[config.mk]
export PLATFORM = sky130hd
export DESIGN_NAME = piezo_note_trigger_unit
export DESIGN_NICKNAME = d
export VERILOG_FILES = /design/src/rtl/pnt_pkg.sv /design/src/rtl/pnt_cfg_regs.sv /design/src/rtl/pnt_ctrl.sv /design/src/rtl/pnt_datapath.sv /design/src/rtl/piezo_note_trigger_unit.sv
export SDC_FILE = /design/constraint.sdc
export NUM_CORES = 1
export LEC_CHECK = 0
export BUFFER_PORTS_ARGS = -buffer_cell sky130_fd_sc_hd__buf_2
export CORE_UTILIZATION = 55
export CTS_BUF_LIST = sky130_fd_sc_hd__clkbuf_4
export DETAILED_ROUTE_END_ITERATION = 10
export PLACE_DENSITY_LB_ADDON = 0.2
export SKIP_LAST_GASP = 1
export SLEW_MARGIN = 10
export SYNTH_ARGS = -nofsm -noshare
export SYNTH_HDL_FRONTEND = slang
export SYNTH_SLANG_ARGS = --single-unit
[constraint.sdc]
create_clock -name clk -period 12.3 [get_ports clk]
set_input_delay 2.46 -clock clk [delete_from_list [all_inputs] [get_ports clk]]
set_output_delay 2.46 -clock clk [all_outputs]
set_load 0.1 [all_outputs]
[src/rtl/pnt_pkg.sv]
// Shared types and constants of the piezo note trigger unit.
// No dependencies.
package pnt_pkg;

  localparam int SAMPLE_BITS = 10;
  localparam int TIME_BITS   = 32;
  localparam int VAL_BITS    = 7;
  localparam int DIV_CNT_W   = $clog2(SAMPLE_BITS);
  localparam int ADDR_BITS   = 5;

  localparam logic [TIME_BITS-1:0]   WINDOW_US   = TIME_BITS'(100);
  localparam logic [SAMPLE_BITS-1:0] THR_RESET   = SAMPLE_BITS'(80);
  localparam logic [SAMPLE_BITS-1:0] FLOOR_RESET = SAMPLE_BITS'(3);
  localparam logic [TIME_BITS-1:0]   HOLD_RESET  = TIME_BITS'(10000);
  localparam logic [SAMPLE_BITS-1:0] DIV_RESET   = SAMPLE_BITS'(8);
  localparam logic [VAL_BITS-1:0]    HI_RESET    = VAL_BITS'(127);

  typedef enum logic [2:0] {
    REG_VMODE   = 3'd0,
    REG_THRESH  = 3'd1,
    REG_FLOOR   = 3'd2,
    REG_HOLDOFF = 3'd3,
    REG_DIVIDER = 3'd4,
    REG_OUT_LO  = 3'd5,
    REG_OUT_HI  = 3'd6,
    REG_NOTE    = 3'd7
  } reg_idx_t;

  typedef struct packed {
    logic                   velocity_mode;
    logic [SAMPLE_BITS-1:0] threshold;
    logic [SAMPLE_BITS-1:0] floor_level;
    logic [TIME_BITS-1:0]   holdoff_us;
    logic [SAMPLE_BITS-1:0] scale_divider;
    logic [VAL_BITS-1:0]    out_lo;
    logic [VAL_BITS-1:0]    out_hi;
    logic [VAL_BITS-1:0]    note_number;
  } cfg_t;

  typedef enum logic [1:0] {
    ST_IDLE   = 2'd0,
    ST_DIV    = 2'd1,
    ST_COMMIT = 2'd2
  } state_t;

  typedef struct packed {
    logic load;    // capture request, start divider
    logic step;    // one divider iteration
    logic commit;  // update state and output register
  } cmd_t;

endpackage

[src/rtl/pnt_cfg_regs.sv]
// Configuration register file with APB-style access.
// Depends on pnt_pkg.
module pnt_cfg_regs (
  input  logic                          clk,
  input  logic                          rst_n,
  input  logic                          cfg_psel,
  input  logic                          cfg_penable,
  input  logic                          cfg_pwrite,
  input  logic [pnt_pkg::ADDR_BITS-1:0] cfg_paddr,
  input  logic [31:0]                   cfg_pwdata,
  output logic [31:0]                   cfg_prdata,
  output logic                          cfg_pready,
  output pnt_pkg::cfg_t                 cfg
);
  import pnt_pkg::*;

  cfg_t     cfg_r, cfg_nxt;
  reg_idx_t idx;
  logic     wr_en;

  assign idx        = reg_idx_t'(cfg_paddr[ADDR_BITS-1:2]);
  assign wr_en      = cfg_psel & cfg_penable & cfg_pwrite;
  assign cfg_pready = 1'b1;
  assign cfg        = cfg_r;

  always_comb begin
    cfg_nxt = cfg_r;
    if (wr_en) begin
      case (idx)
        REG_VMODE:   cfg_nxt.velocity_mode = cfg_pwdata[0];
        REG_THRESH:  cfg_nxt.threshold     = cfg_pwdata[SAMPLE_BITS-1:0];
        REG_FLOOR:   cfg_nxt.floor_level   = cfg_pwdata[SAMPLE_BITS-1:0];
        REG_HOLDOFF: cfg_nxt.holdoff_us    = cfg_pwdata[TIME_BITS-1:0];
        REG_DIVIDER: cfg_nxt.scale_divider = cfg_pwdata[SAMPLE_BITS-1:0];
        REG_OUT_LO:  cfg_nxt.out_lo        = cfg_pwdata[VAL_BITS-1:0];
        REG_OUT_HI:  cfg_nxt.out_hi        = cfg_pwdata[VAL_BITS-1:0];
        REG_NOTE:    cfg_nxt.note_number   = cfg_pwdata[VAL_BITS-1:0];
        default:     cfg_nxt = cfg_r;
      endcase
    end
  end

  always_comb begin
    case (idx)
      REG_VMODE:   cfg_prdata = 32'(cfg_r.velocity_mode);
      REG_THRESH:  cfg_prdata = 32'(cfg_r.threshold);
      REG_FLOOR:   cfg_prdata = 32'(cfg_r.floor_level);
      REG_HOLDOFF: cfg_prdata = 32'(cfg_r.holdoff_us);
      REG_DIVIDER: cfg_prdata = 32'(cfg_r.scale_divider);
      REG_OUT_LO:  cfg_prdata = 32'(cfg_r.out_lo);
      REG_OUT_HI:  cfg_prdata = 32'(cfg_r.out_hi);
      REG_NOTE:    cfg_prdata = 32'(cfg_r.note_number);
      default:     cfg_prdata = 32'd0;
    endcase
  end

  always_ff @(posedge clk) begin
    if (!rst_n) begin
      cfg_r.velocity_mode <= 1'b0;
      cfg_r.threshold     <= THR_RESET;
      cfg_r.floor_level   <= FLOOR_RESET;
      cfg_r.holdoff_us    <= HOLD_RESET;
      cfg_r.scale_divider <= DIV_RESET;
      cfg_r.out_lo        <= '0;
      cfg_r.out_hi        <= HI_RESET;
      cfg_r.note_number   <= '0;
    end else begin
      cfg_r <= cfg_nxt;
    end
  end

endmodule

[src/rtl/pnt_ctrl.sv]
// Controller: sequences capture, divider iterations and commit, and owns
// the output valid flag. Depends on pnt_pkg.
module pnt_ctrl (
  input  logic          clk,
  input  logic          rst_n,
  input  logic          in_valid,
  output logic          in_stall,
  output logic          out_valid,
  input  logic          out_stall,
  output pnt_pkg::cmd_t cmd
);
  import pnt_pkg::*;

  state_t               state_r, state_nxt;
  logic [DIV_CNT_W-1:0] cnt_r, cnt_nxt;
  logic                 oval_r, oval_nxt;
  logic                 out_free;

  assign in_stall  = (state_r != ST_IDLE);
  assign out_valid = oval_r;
  assign out_free  = !oval_r || !out_stall;

  always_comb begin
    state_nxt  = state_r;
    cnt_nxt    = cnt_r;
    cmd        = '0;
    oval_nxt   = oval_r & out_stall;
    case (state_r)
      ST_IDLE: begin
        if (in_valid) begin
          cmd.load  = 1'b1;
          cnt_nxt   = '0;
          state_nxt = ST_DIV;
        end
      end
      ST_DIV: begin
        cmd.step = 1'b1;
        cnt_nxt  = cnt_r + DIV_CNT_W'(1);
        if (cnt_r == DIV_CNT_W'(SAMPLE_BITS-1)) begin
          state_nxt = ST_COMMIT;
        end
      end
      ST_COMMIT: begin
        // wait until the output register is empty or being drained
        if (out_free) begin
          cmd.commit = 1'b1;
          oval_nxt   = 1'b1;
          state_nxt  = ST_IDLE;
        end
      end
      default: state_nxt = ST_IDLE;
    endcase
  end

  always_ff @(posedge clk) begin
    if (!rst_n) begin
      state_r <= ST_IDLE;
      cnt_r   <= '0;
      oval_r  <= 1'b0;
    end else begin
      state_r <= state_nxt;
      cnt_r   <= cnt_nxt;
      oval_r  <= oval_nxt;
    end
  end

endmodule

[src/rtl/pnt_datapath.sv]
// Datapath: sample capture, restoring divider, trigger state and the
// output register. Depends on pnt_pkg.
module pnt_datapath (
  input  logic                            clk,
  input  logic                            rst_n,
  input  pnt_pkg::cmd_t                   cmd,
  input  pnt_pkg::cfg_t                   cfg,
  input  logic [pnt_pkg::SAMPLE_BITS-1:0] in_sample,
  input  logic [pnt_pkg::TIME_BITS-1:0]   in_now_us,
  output logic                            out_event_valid,
  output logic [pnt_pkg::VAL_BITS-1:0]    out_event_value,
  output logic [pnt_pkg::VAL_BITS-1:0]    out_event_note,
  output logic signed [7:0]               out_aftertouch
);
  import pnt_pkg::*;

  logic [SAMPLE_BITS-1:0] smp_r;
  logic [TIME_BITS-1:0]   now_r, elap_r;
  logic [SAMPLE_BITS-1:0] rem_r, quo_r;
  logic [SAMPLE_BITS-1:0] divisor;
  logic [SAMPLE_BITS:0]   trial;
  logic                   qbit;
  logic [SAMPLE_BITS-1:0] dividend;

  logic                   hold_r, hold_nxt;
  logic                   note_r, note_nxt;
  logic                   spike_r, spike_nxt;
  logic [SAMPLE_BITS-1:0] wh_r, wh_nxt, wl_r, wl_nxt;
  logic [TIME_BITS-1:0]   mark_r, mark_nxt;
  logic [7:0]             press_r, press_nxt;

  logic                   ev_valid;
  logic [VAL_BITS-1:0]    ev_value;
  logic [VAL_BITS-1:0]    scaled;
  logic [SAMPLE_BITS:0]   low_plus_thr;

  logic                   ov_r;
  logic [VAL_BITS-1:0]    oval_r, onote_r;
  logic [7:0]             oat_r;

  // zero divider behaves as one
  assign divisor = (cfg.scale_divider == '0) ? SAMPLE_BITS'(1) : cfg.scale_divider;
  assign trial   = {rem_r, quo_r[SAMPLE_BITS-1]};
  assign qbit    = (trial >= {1'b0, divisor});

  // while listening the divider works on the updated window peak
  assign dividend = (note_r || in_sample > wh_r) ? in_sample : wh_r;

  // raise to out_lo, or else lower to out_hi (if they cross, out_lo wins below out_lo, else out_hi)
  always_comb begin
    if (quo_r < SAMPLE_BITS'(cfg.out_lo)) begin
      scaled = cfg.out_lo;
    end else if (quo_r > SAMPLE_BITS'(cfg.out_hi)) begin
      scaled = cfg.out_hi;
    end else begin
      scaled = quo_r[VAL_BITS-1:0];
    end
  end

  always_ff @(posedge clk) begin
    if (cmd.load) begin
      smp_r <= in_sample;
      now_r <= in_now_us;
      rem_r <= '0;
      quo_r <= dividend;
    end else if (cmd.step) begin
      rem_r <= qbit ? SAMPLE_BITS'(trial - {1'b0, divisor}) : trial[SAMPLE_BITS-1:0];
      quo_r <= {quo_r[SAMPLE_BITS-2:0], qbit};
    end
    // mark_r only moves on commit, so this is settled long before use
    elap_r <= now_r - mark_r;
  end

  always_comb begin
    hold_nxt     = hold_r;
    note_nxt     = note_r;
    spike_nxt    = spike_r;
    wh_nxt       = wh_r;
    wl_nxt       = wl_r;
    mark_nxt     = mark_r;
    press_nxt    = press_r;
    ev_valid     = 1'b0;
    ev_value     = '0;
    low_plus_thr = '0;
    if (hold_r) begin
      if (elap_r > cfg.holdoff_us && smp_r <= cfg.floor_level) begin
        hold_nxt = 1'b0;
        mark_nxt = now_r;
      end
    end else if (cfg.velocity_mode) begin
      if (note_r) begin
        if (smp_r < cfg.threshold) begin
          ev_valid  = 1'b1;
          ev_value  = cfg.out_lo;
          press_nxt = '0;
          note_nxt  = 1'b0;
          hold_nxt  = 1'b1;
          wh_nxt    = '0;
          wl_nxt    = cfg.threshold;
          mark_nxt  = now_r;
        end else begin
          press_nxt = {1'b0, scaled};
        end
      end else begin
        press_nxt = 8'hFF;
        if (smp_r > wh_r) begin
          wh_nxt = smp_r;
        end else if (smp_r < wl_r && !spike_r) begin
          wl_nxt = smp_r;
        end
        low_plus_thr = {1'b0, wl_nxt} + {1'b0, cfg.threshold};
        if (elap_r >= WINDOW_US) begin
          if (spike_r) begin
            ev_valid  = 1'b1;
            ev_value  = scaled;
            note_nxt  = 1'b1;
            spike_nxt = 1'b0;
          end else if ({1'b0, wh_nxt} > low_plus_thr) begin
            spike_nxt = 1'b1;
          end else begin
            wh_nxt = '0;
            wl_nxt = smp_r;
          end
          mark_nxt = now_r;
        end
      end
    end else begin
      if (!note_r && smp_r > cfg.threshold) begin
        ev_valid = 1'b1;
        ev_value = cfg.out_hi;
        note_nxt = 1'b1;
      end else if (note_r && smp_r <= cfg.threshold) begin
        ev_valid = 1'b1;
        ev_value = cfg.out_lo;
        note_nxt = 1'b0;
        hold_nxt = 1'b1;
        mark_nxt = now_r;
      end
    end
  end

  always_ff @(posedge clk) begin
    if (!rst_n) begin
      hold_r  <= 1'b0;
      note_r  <= 1'b0;
      spike_r <= 1'b0;
      wh_r    <= '0;
      wl_r    <= THR_RESET;
      mark_r  <= '0;
      press_r <= '0;
    end else if (cmd.commit) begin
      hold_r  <= hold_nxt;
      note_r  <= note_nxt;
      spike_r <= spike_nxt;
      wh_r    <= wh_nxt;
      wl_r    <= wl_nxt;
      mark_r  <= mark_nxt;
      press_r <= press_nxt;
    end
  end

  always_ff @(posedge clk) begin
    if (cmd.commit) begin
      ov_r    <= ev_valid;
      oval_r  <= ev_value;
      onote_r <= cfg.note_number;
      oat_r   <= press_nxt;
    end
  end

  assign out_event_valid = ov_r;
  assign out_event_value = oval_r;
  assign out_event_note  = onote_r;
  assign out_aftertouch  = $signed(oat_r);

endmodule

[src/rtl/piezo_note_trigger_unit.sv]
// Piezo note trigger unit: sample-to-note-event converter, top level.
// Depends on pnt_pkg, pnt_cfg_regs, pnt_ctrl, pnt_datapath.
//
// Input channel: one request carries a sensor sample and its microsecond
// timestamp. Output channel: exactly one result per request with event
// valid/value, note number and aftertouch (-1 while listening).
// Both channels use valid/stall; a request moves when valid is high and
// stall is low.
// Each request is captured on acceptance, then the restoring divider runs
// (one quotient bit per step), then the commit step writes the output
// register. in_stall is high from acceptance until commit, so the unit
// takes no new request until the current one has committed.
// The result sits in an output register; the next request is accepted and
// divided while it waits. If the receiver still stalls at commit time,
// the unit holds in the commit step until the register drains.
// Reset (synchronous, active low) restores register defaults, clears the
// note, spike and holdoff state and empties the output register.
// Registers are written through the APB-style port at byte address 4*i; the user must
// write them only while the unit is idle, which the block itself does not enforce.
module piezo_note_trigger_unit (
  input  logic                            clk,
  input  logic                            rst_n,
  input  logic                            in_valid,
  output logic                            in_stall,
  input  logic [pnt_pkg::SAMPLE_BITS-1:0] in_sample,
  input  logic [pnt_pkg::TIME_BITS-1:0]   in_now_us,
  output logic                            out_valid,
  input  logic                            out_stall,
  output logic                            out_event_valid,
  output logic [pnt_pkg::VAL_BITS-1:0]    out_event_value,
  output logic [pnt_pkg::VAL_BITS-1:0]    out_event_note,
  output logic signed [7:0]               out_aftertouch,
  input  logic                            cfg_psel,
  input  logic                            cfg_penable,
  input  logic                            cfg_pwrite,
  input  logic [pnt_pkg::ADDR_BITS-1:0]   cfg_paddr,
  input  logic [31:0]                     cfg_pwdata,
  output logic [31:0]                     cfg_prdata,
  output logic                            cfg_pready
);
  import pnt_pkg::*;

  cfg_t cfg;
  cmd_t cmd;

  pnt_cfg_regs u_regs (
    .clk         (clk),
    .rst_n       (rst_n),
    .cfg_psel    (cfg_psel),
    .cfg_penable (cfg_penable),
    .cfg_pwrite  (cfg_pwrite),
    .cfg_paddr   (cfg_paddr),
    .cfg_pwdata  (cfg_pwdata),
    .cfg_prdata  (cfg_prdata),
    .cfg_pready  (cfg_pready),
    .cfg         (cfg)
  );

  pnt_ctrl u_ctrl (
    .clk       (clk),
    .rst_n     (rst_n),
    .in_valid  (in_valid),
    .in_stall  (in_stall),
    .out_valid (out_valid),
    .out_stall (out_stall),
    .cmd       (cmd)
  );

  pnt_datapath u_dp (
    .clk             (clk),
    .rst_n           (rst_n),
    .cmd             (cmd),
    .cfg             (cfg),
    .in_sample       (in_sample),
    .in_now_us       (in_now_us),
    .out_event_valid (out_event_valid),
    .out_event_value (out_event_value),
    .out_event_note  (out_event_note),
    .out_aftertouch  (out_aftertouch)
  );

endmodule

After elaboration in Yosys (flattened, before gate mapping)
Cells that the tools add are included.

operators by class
  $lt $le $gt $ge = 13
  bitwise gates (word level) = 5
  add/subtract/negate cells = 4
  muxes and demuxes = 78
  equality and inequality tests = 18
  reductions and logical operators = 32

operators by type and width
  kind                   count
  $mux W32               8
  $pmux W32 S8           1
  $mux W10               24
  $mux W7                10
  $ge A32 B7 Y1 const B  1
  $gt A32 B32 Y1         1
  $sub A32 B32 Y32       1
  $gt A10 B10 Y1         3
  $mux W1                26
  $mux W8                3
  $le A10 B10 Y1         2
  $lt A10 B10 Y1         2
  $reduce_and A2 Y1      9
  $eq A3 B3 Y1 const B   4
  $add A10 B10 Y11       1
  $ge A11 B10 Y1         1
  $gt A10 B11 Y1         1
  $gt A10 B7 Y1          1
  $logic_not A10 Y1      1
  $lt A10 B7 Y1          1
  $sub A10 B10 Y10       1
  $pmux W4 S2            1
  $eq A3 B2 Y1 const B   2
  $mux W2                3
  other kinds (25)       42

storage, ports and cells
  bits of input ports = 86
  output and inout port bits = 58
  bits in registers = 271
  logic and storage cells = 177

Logic depth before layout (Yosys ltp)
  depth after elaboration = 13
  mapped depth = 28
  mapped depth without buffers = 26

Modules after synthesis
Synthesis repeated with hierarchy kept, for this count alone.

second synthesis, totals
  cell total of the unflattened synthesis = 1729
  area, all modules = 16306.9 um^2

by module, submodules not included
  module        sequential area each (um^2)  cells an instance  times used  area each (um^2)
  pnt_datapath  4354.2                       1273               1           12021.5
  pnt_cfg_regs  1681.6                       415                1           3922.5
  pnt_ctrl      140.1                        41                 1           362.8

Worst setup path before layout
OpenSTA, ideal clock, no wires.

  kind = input port to output port
  start point = input cfg_paddr[4] in the netlist's numbering
  end point = output cfg_prdata[11]
  stages on the path = 4
  data required time = 9840 ps
  arrival time = 5157 ps
  path buffers = 3
  path slack = 4683 ps
  path through = clkbuf_1 > clkbuf_1 > buf_1 > nor3_1

on the way
  word-level cells in the longest chain between the ends = 2
  elaborated cells between the ends (all ways) = 9
  classes of those cells = eq/ne: 7; mux: 1; reduce/logical: 1

RTL lines
  item                                        RTL line                       source
  start: declaration                          piezo_note_trigger_unit.sv:36  input logic [pnt_pkg::ADDR_BITS-1:0] cfg_paddr,
  $eq A3 B3 Y1, or another cell as far along  pnt_cfg_regs.sv:44             case (idx)
  $pmux W32 S8 *                              pnt_cfg_regs.sv:44
  end: declaration                            piezo_note_trigger_unit.sv:38  output logic [31:0] cfg_prdata,

Mark *: on every way between the ends. The rest lies on a longest branch, timed or not.

Worst setup path in the final report
  start point = input cfg_paddr[2] in the netlist's numbering
  end point = output cfg_prdata[11]

Same word-level chain as after synthesis.

==> impl_metrics.tcl <==
set metrics [dict create \
    clockRootBuffer "clkbuf_4" \
    die_width_um 173 \
    die_h_um 173 \
    post-cts-setup-buffers 0 \
    vdd_ir_drop_max_mv 0.104 \
    place.gp.congestion 0.921 \
    numCtsBuffers 75 \
    status "finished, final reports clean" \
    ctsHtreeMaxLevel 3 \
    worstSkewPairLatency_ns 0.69 \
    max_freq_mhz 142 \
    synth_mux_area_share_pct 7.92 \
    hpwl_um 30900 \
    pre_cts_ws_ns 5.36 \
    cts_tree "done" \
    synth_area_sq_um 16100 \
    final_nets 2208 \
    worst_pin_slew_ns 1.14 \
    num_vias 13730 \
    synthFlopType "dfxtp_1" \
    setup_slack_ns 5.28 \
    clock_sinks 271 \
    crit_chain "buf_2 > nand2_1 > nor3_1 > buf_2" \
    core_area_sq_um 28800 \
    cp-end-kind "output pin" \
    multi_input_area_sq_um 8980 \
    synth_xor_area_share_pct 2.18 \
    synth.avg_cell_area_sq_um 8.89 \
    syn_inst 1811 \
    hold_buffers 0 \
    layout_common_cells "nand2_1, dfxtp_1, inv_1" \
    finalHoldViolCount 0 \
    slew_headroom_pct 23.4 \
    p_per_area_nw_per_um2 129 \
    setup_violations 0 \
    crit_required_ns 9.84 \
    start_kind "primary input" \
    synth-compound-area-share_pct 17.0 \
    design_area_sq_um 18000 \
    drv_slew 0 \
    final.setup_skew_ns 0.0434 \
    via_per_inst 5.72 \
    fin_crit_sh_pct 57.1 \
    drive_gt1_share_pct 16.0 \
    cp_slowest_stage_delay_ns 0.73 \
    power_mw 2.33 \
    grt_usage_pct 27.5 \
    synth-simple-area-share_pct 15.6 \
    antenna_found_initial 1 \
    static-leakage-power_nw 7.25 \
    port_buffers 140 \
    synth_top_family_by_area "compound AO/OA/AOI/OAI gates" \
    rsz0062_at_grt "no" \
    rows 62 \
    cp_common_cell "buf_2" \
    ant_nets 0 \
    hold_ws_ns 0.451 \
    ys_warn_count 0 \
    grt_pass1_wl_um 66100 \
    synthArstFlopShare_pct 0 \
    synth-edff-count 75 \
    synth_fa_ha_area_share_pct 12.9 \
    cp_max_fo 28 \
    clock_path_buffers 3 \
    critical_path_class "primary input to output pin" \
    synthesis.nets 2061 \
    placedInstanceArea_sq_um 17000 \
    dr.pass1.iters 5 \
    grt_pass1_vias 13127 \
    final_util_pct 62.7 \
    grt_overflow 0 \
    synth.distinct_cells 83 \
    area_growth_pct 12.1 \
    drv_cap 0 \
    initial_core_util_pct 55.9 \
    final_common_cell "nand2_1" \
    critPathSlowestCell "nand2_1" \
    io_pins 144 \
    grt_max_degree 74 \
    period_minus_slack_ns 7.02 \
    drcViolationCount 0 \
    nFillCells 2521 \
    drtIter0Drc 861 \
    seq_area_sq_um 6180 \
    post_drt_wl_per_cell_um 17.2 \
    drt_wl_total_um 41300 \
    die_area_sq_um 29900 \
    cts.clk_slew.worst_paths_ns 0.06 \
    ys_seq_area_share_pct 38.4 \
    synth-seq-cells 271 \
    layoutNonFillerInstCount 2402 \
    post_cts_resized 0 \
    critical_path_arrival_ns 4.56 \
    finalSetupTns_ns 0 \
    hold_class "register to register" \
    placed_cells 2265 \
]
worst max-delay path: cells and delay by family:
family | cells | cell delay, ns
buffers and inverters | 2 | 0.93
and+or+nand+nor | 2 | 1.15
flip-flops by register name, indices dropped and copies added, names as in the netlist:
| name | count |
|---|---|
| u_ctrl.cnt_r | 4 |
| u_dp.wh_r | 10 |
| u_dp.now_r | 32 |
| u_dp.out_event_value | 7 |
| u_dp.elap_r | 32 |
| u_regs.cfg | 84 |
| u_dp.smp_r | 10 |
| u_dp.note_r | 1 |
| u_dp.spike_r | 1 |
| u_dp.mark_r | 32 |
| u_dp.quo_r | 10 |
| u_ctrl.state_r | 2 |
| u_dp.hold_r | 1 |
| u_dp.rem_r | 10 |
| u_dp.out_aftertouch | 8 |
| u_dp.press_r | 8 |
| u_ctrl.out_valid | 1 |
| u_dp.out_event_valid | 1 |
| u_dp.out_event_note | 7 |
| u_dp.wl_r | 10 |
cell type report:
type	count	share of cell area [%]
Clock inverter	20	0.770
Clock buffer	115	4.79
Sequential cell	271	34.2
Tap cell	384	2.66
Inverter	165	3.43
Antenna cell	2	0.0278
Timing Repair Buffer	149	4.26
Multi-Input combinational cell	1296	49.8
report_power, final:
part | switching [mW] | internal, mW
Combinational | 0.276 | 0.187
Sequential | 0.0467 | 0.970
Clock | 0.382 | 0.469
path summary, 6_finish.rpt:
kind,depth (start not counted),endpoint,from,slack [ns]
max reg2reg,25,u_dp.wl_r[8],u_dp.smp_r[3],5.84
min reg2reg,2,u_dp.press_r[0],u_dp.press_r[0],0.45
max,4,cfg_prdata[11],cfg_paddr[2],5.28
min,2,u_dp.press_r[0],u_dp.press_r[0],0.45
cell usage after synthesis (10+ instances only):
cell type	number	area, sq um
nand2_1	271	1020
mux2_2	19	214
dfxtp_1	196	3920
nor2b_1	21	131
nor2_1	101	379
inv_1	164	616
o21a_1	23	173
clkbuf_1	59	221
nor3_1	47	235
xnor2_1	25	219
nand2b_1	15	93.8
xor2_1	15	131
a21o_1	43	323
nand3_1	20	100
nor3b_1	10	75.1
nor4_1	17	106
a21oi_1	108	541
o211ai_1	32	240
nand4_1	27	169
ha_1	161	2010
edfxtp_1	75	2250
o21ai_0	96	480
mux2i_1	97	971
kinds of logic after synthesis:
logic type	Yosys count
other	1
AOI/OAI and AO/OA	413
DFF	271
buffers and inverters	244
xor gates and xnor gates	40
adders and majority gates	164
and+or+nand+nor	558
muxes	120
routing by layer:
layer  vias to the layer above  track usage, %  part of all wire (%)
li1                       6770               -                     -
met1                      6371            34.9                    43
met2                       482            45.5                    46
met3                       107            4.62                   6.1
met4                         0            13.4                   3.9
met5                         -               0                     0
(Power assumes the default switching activity.)
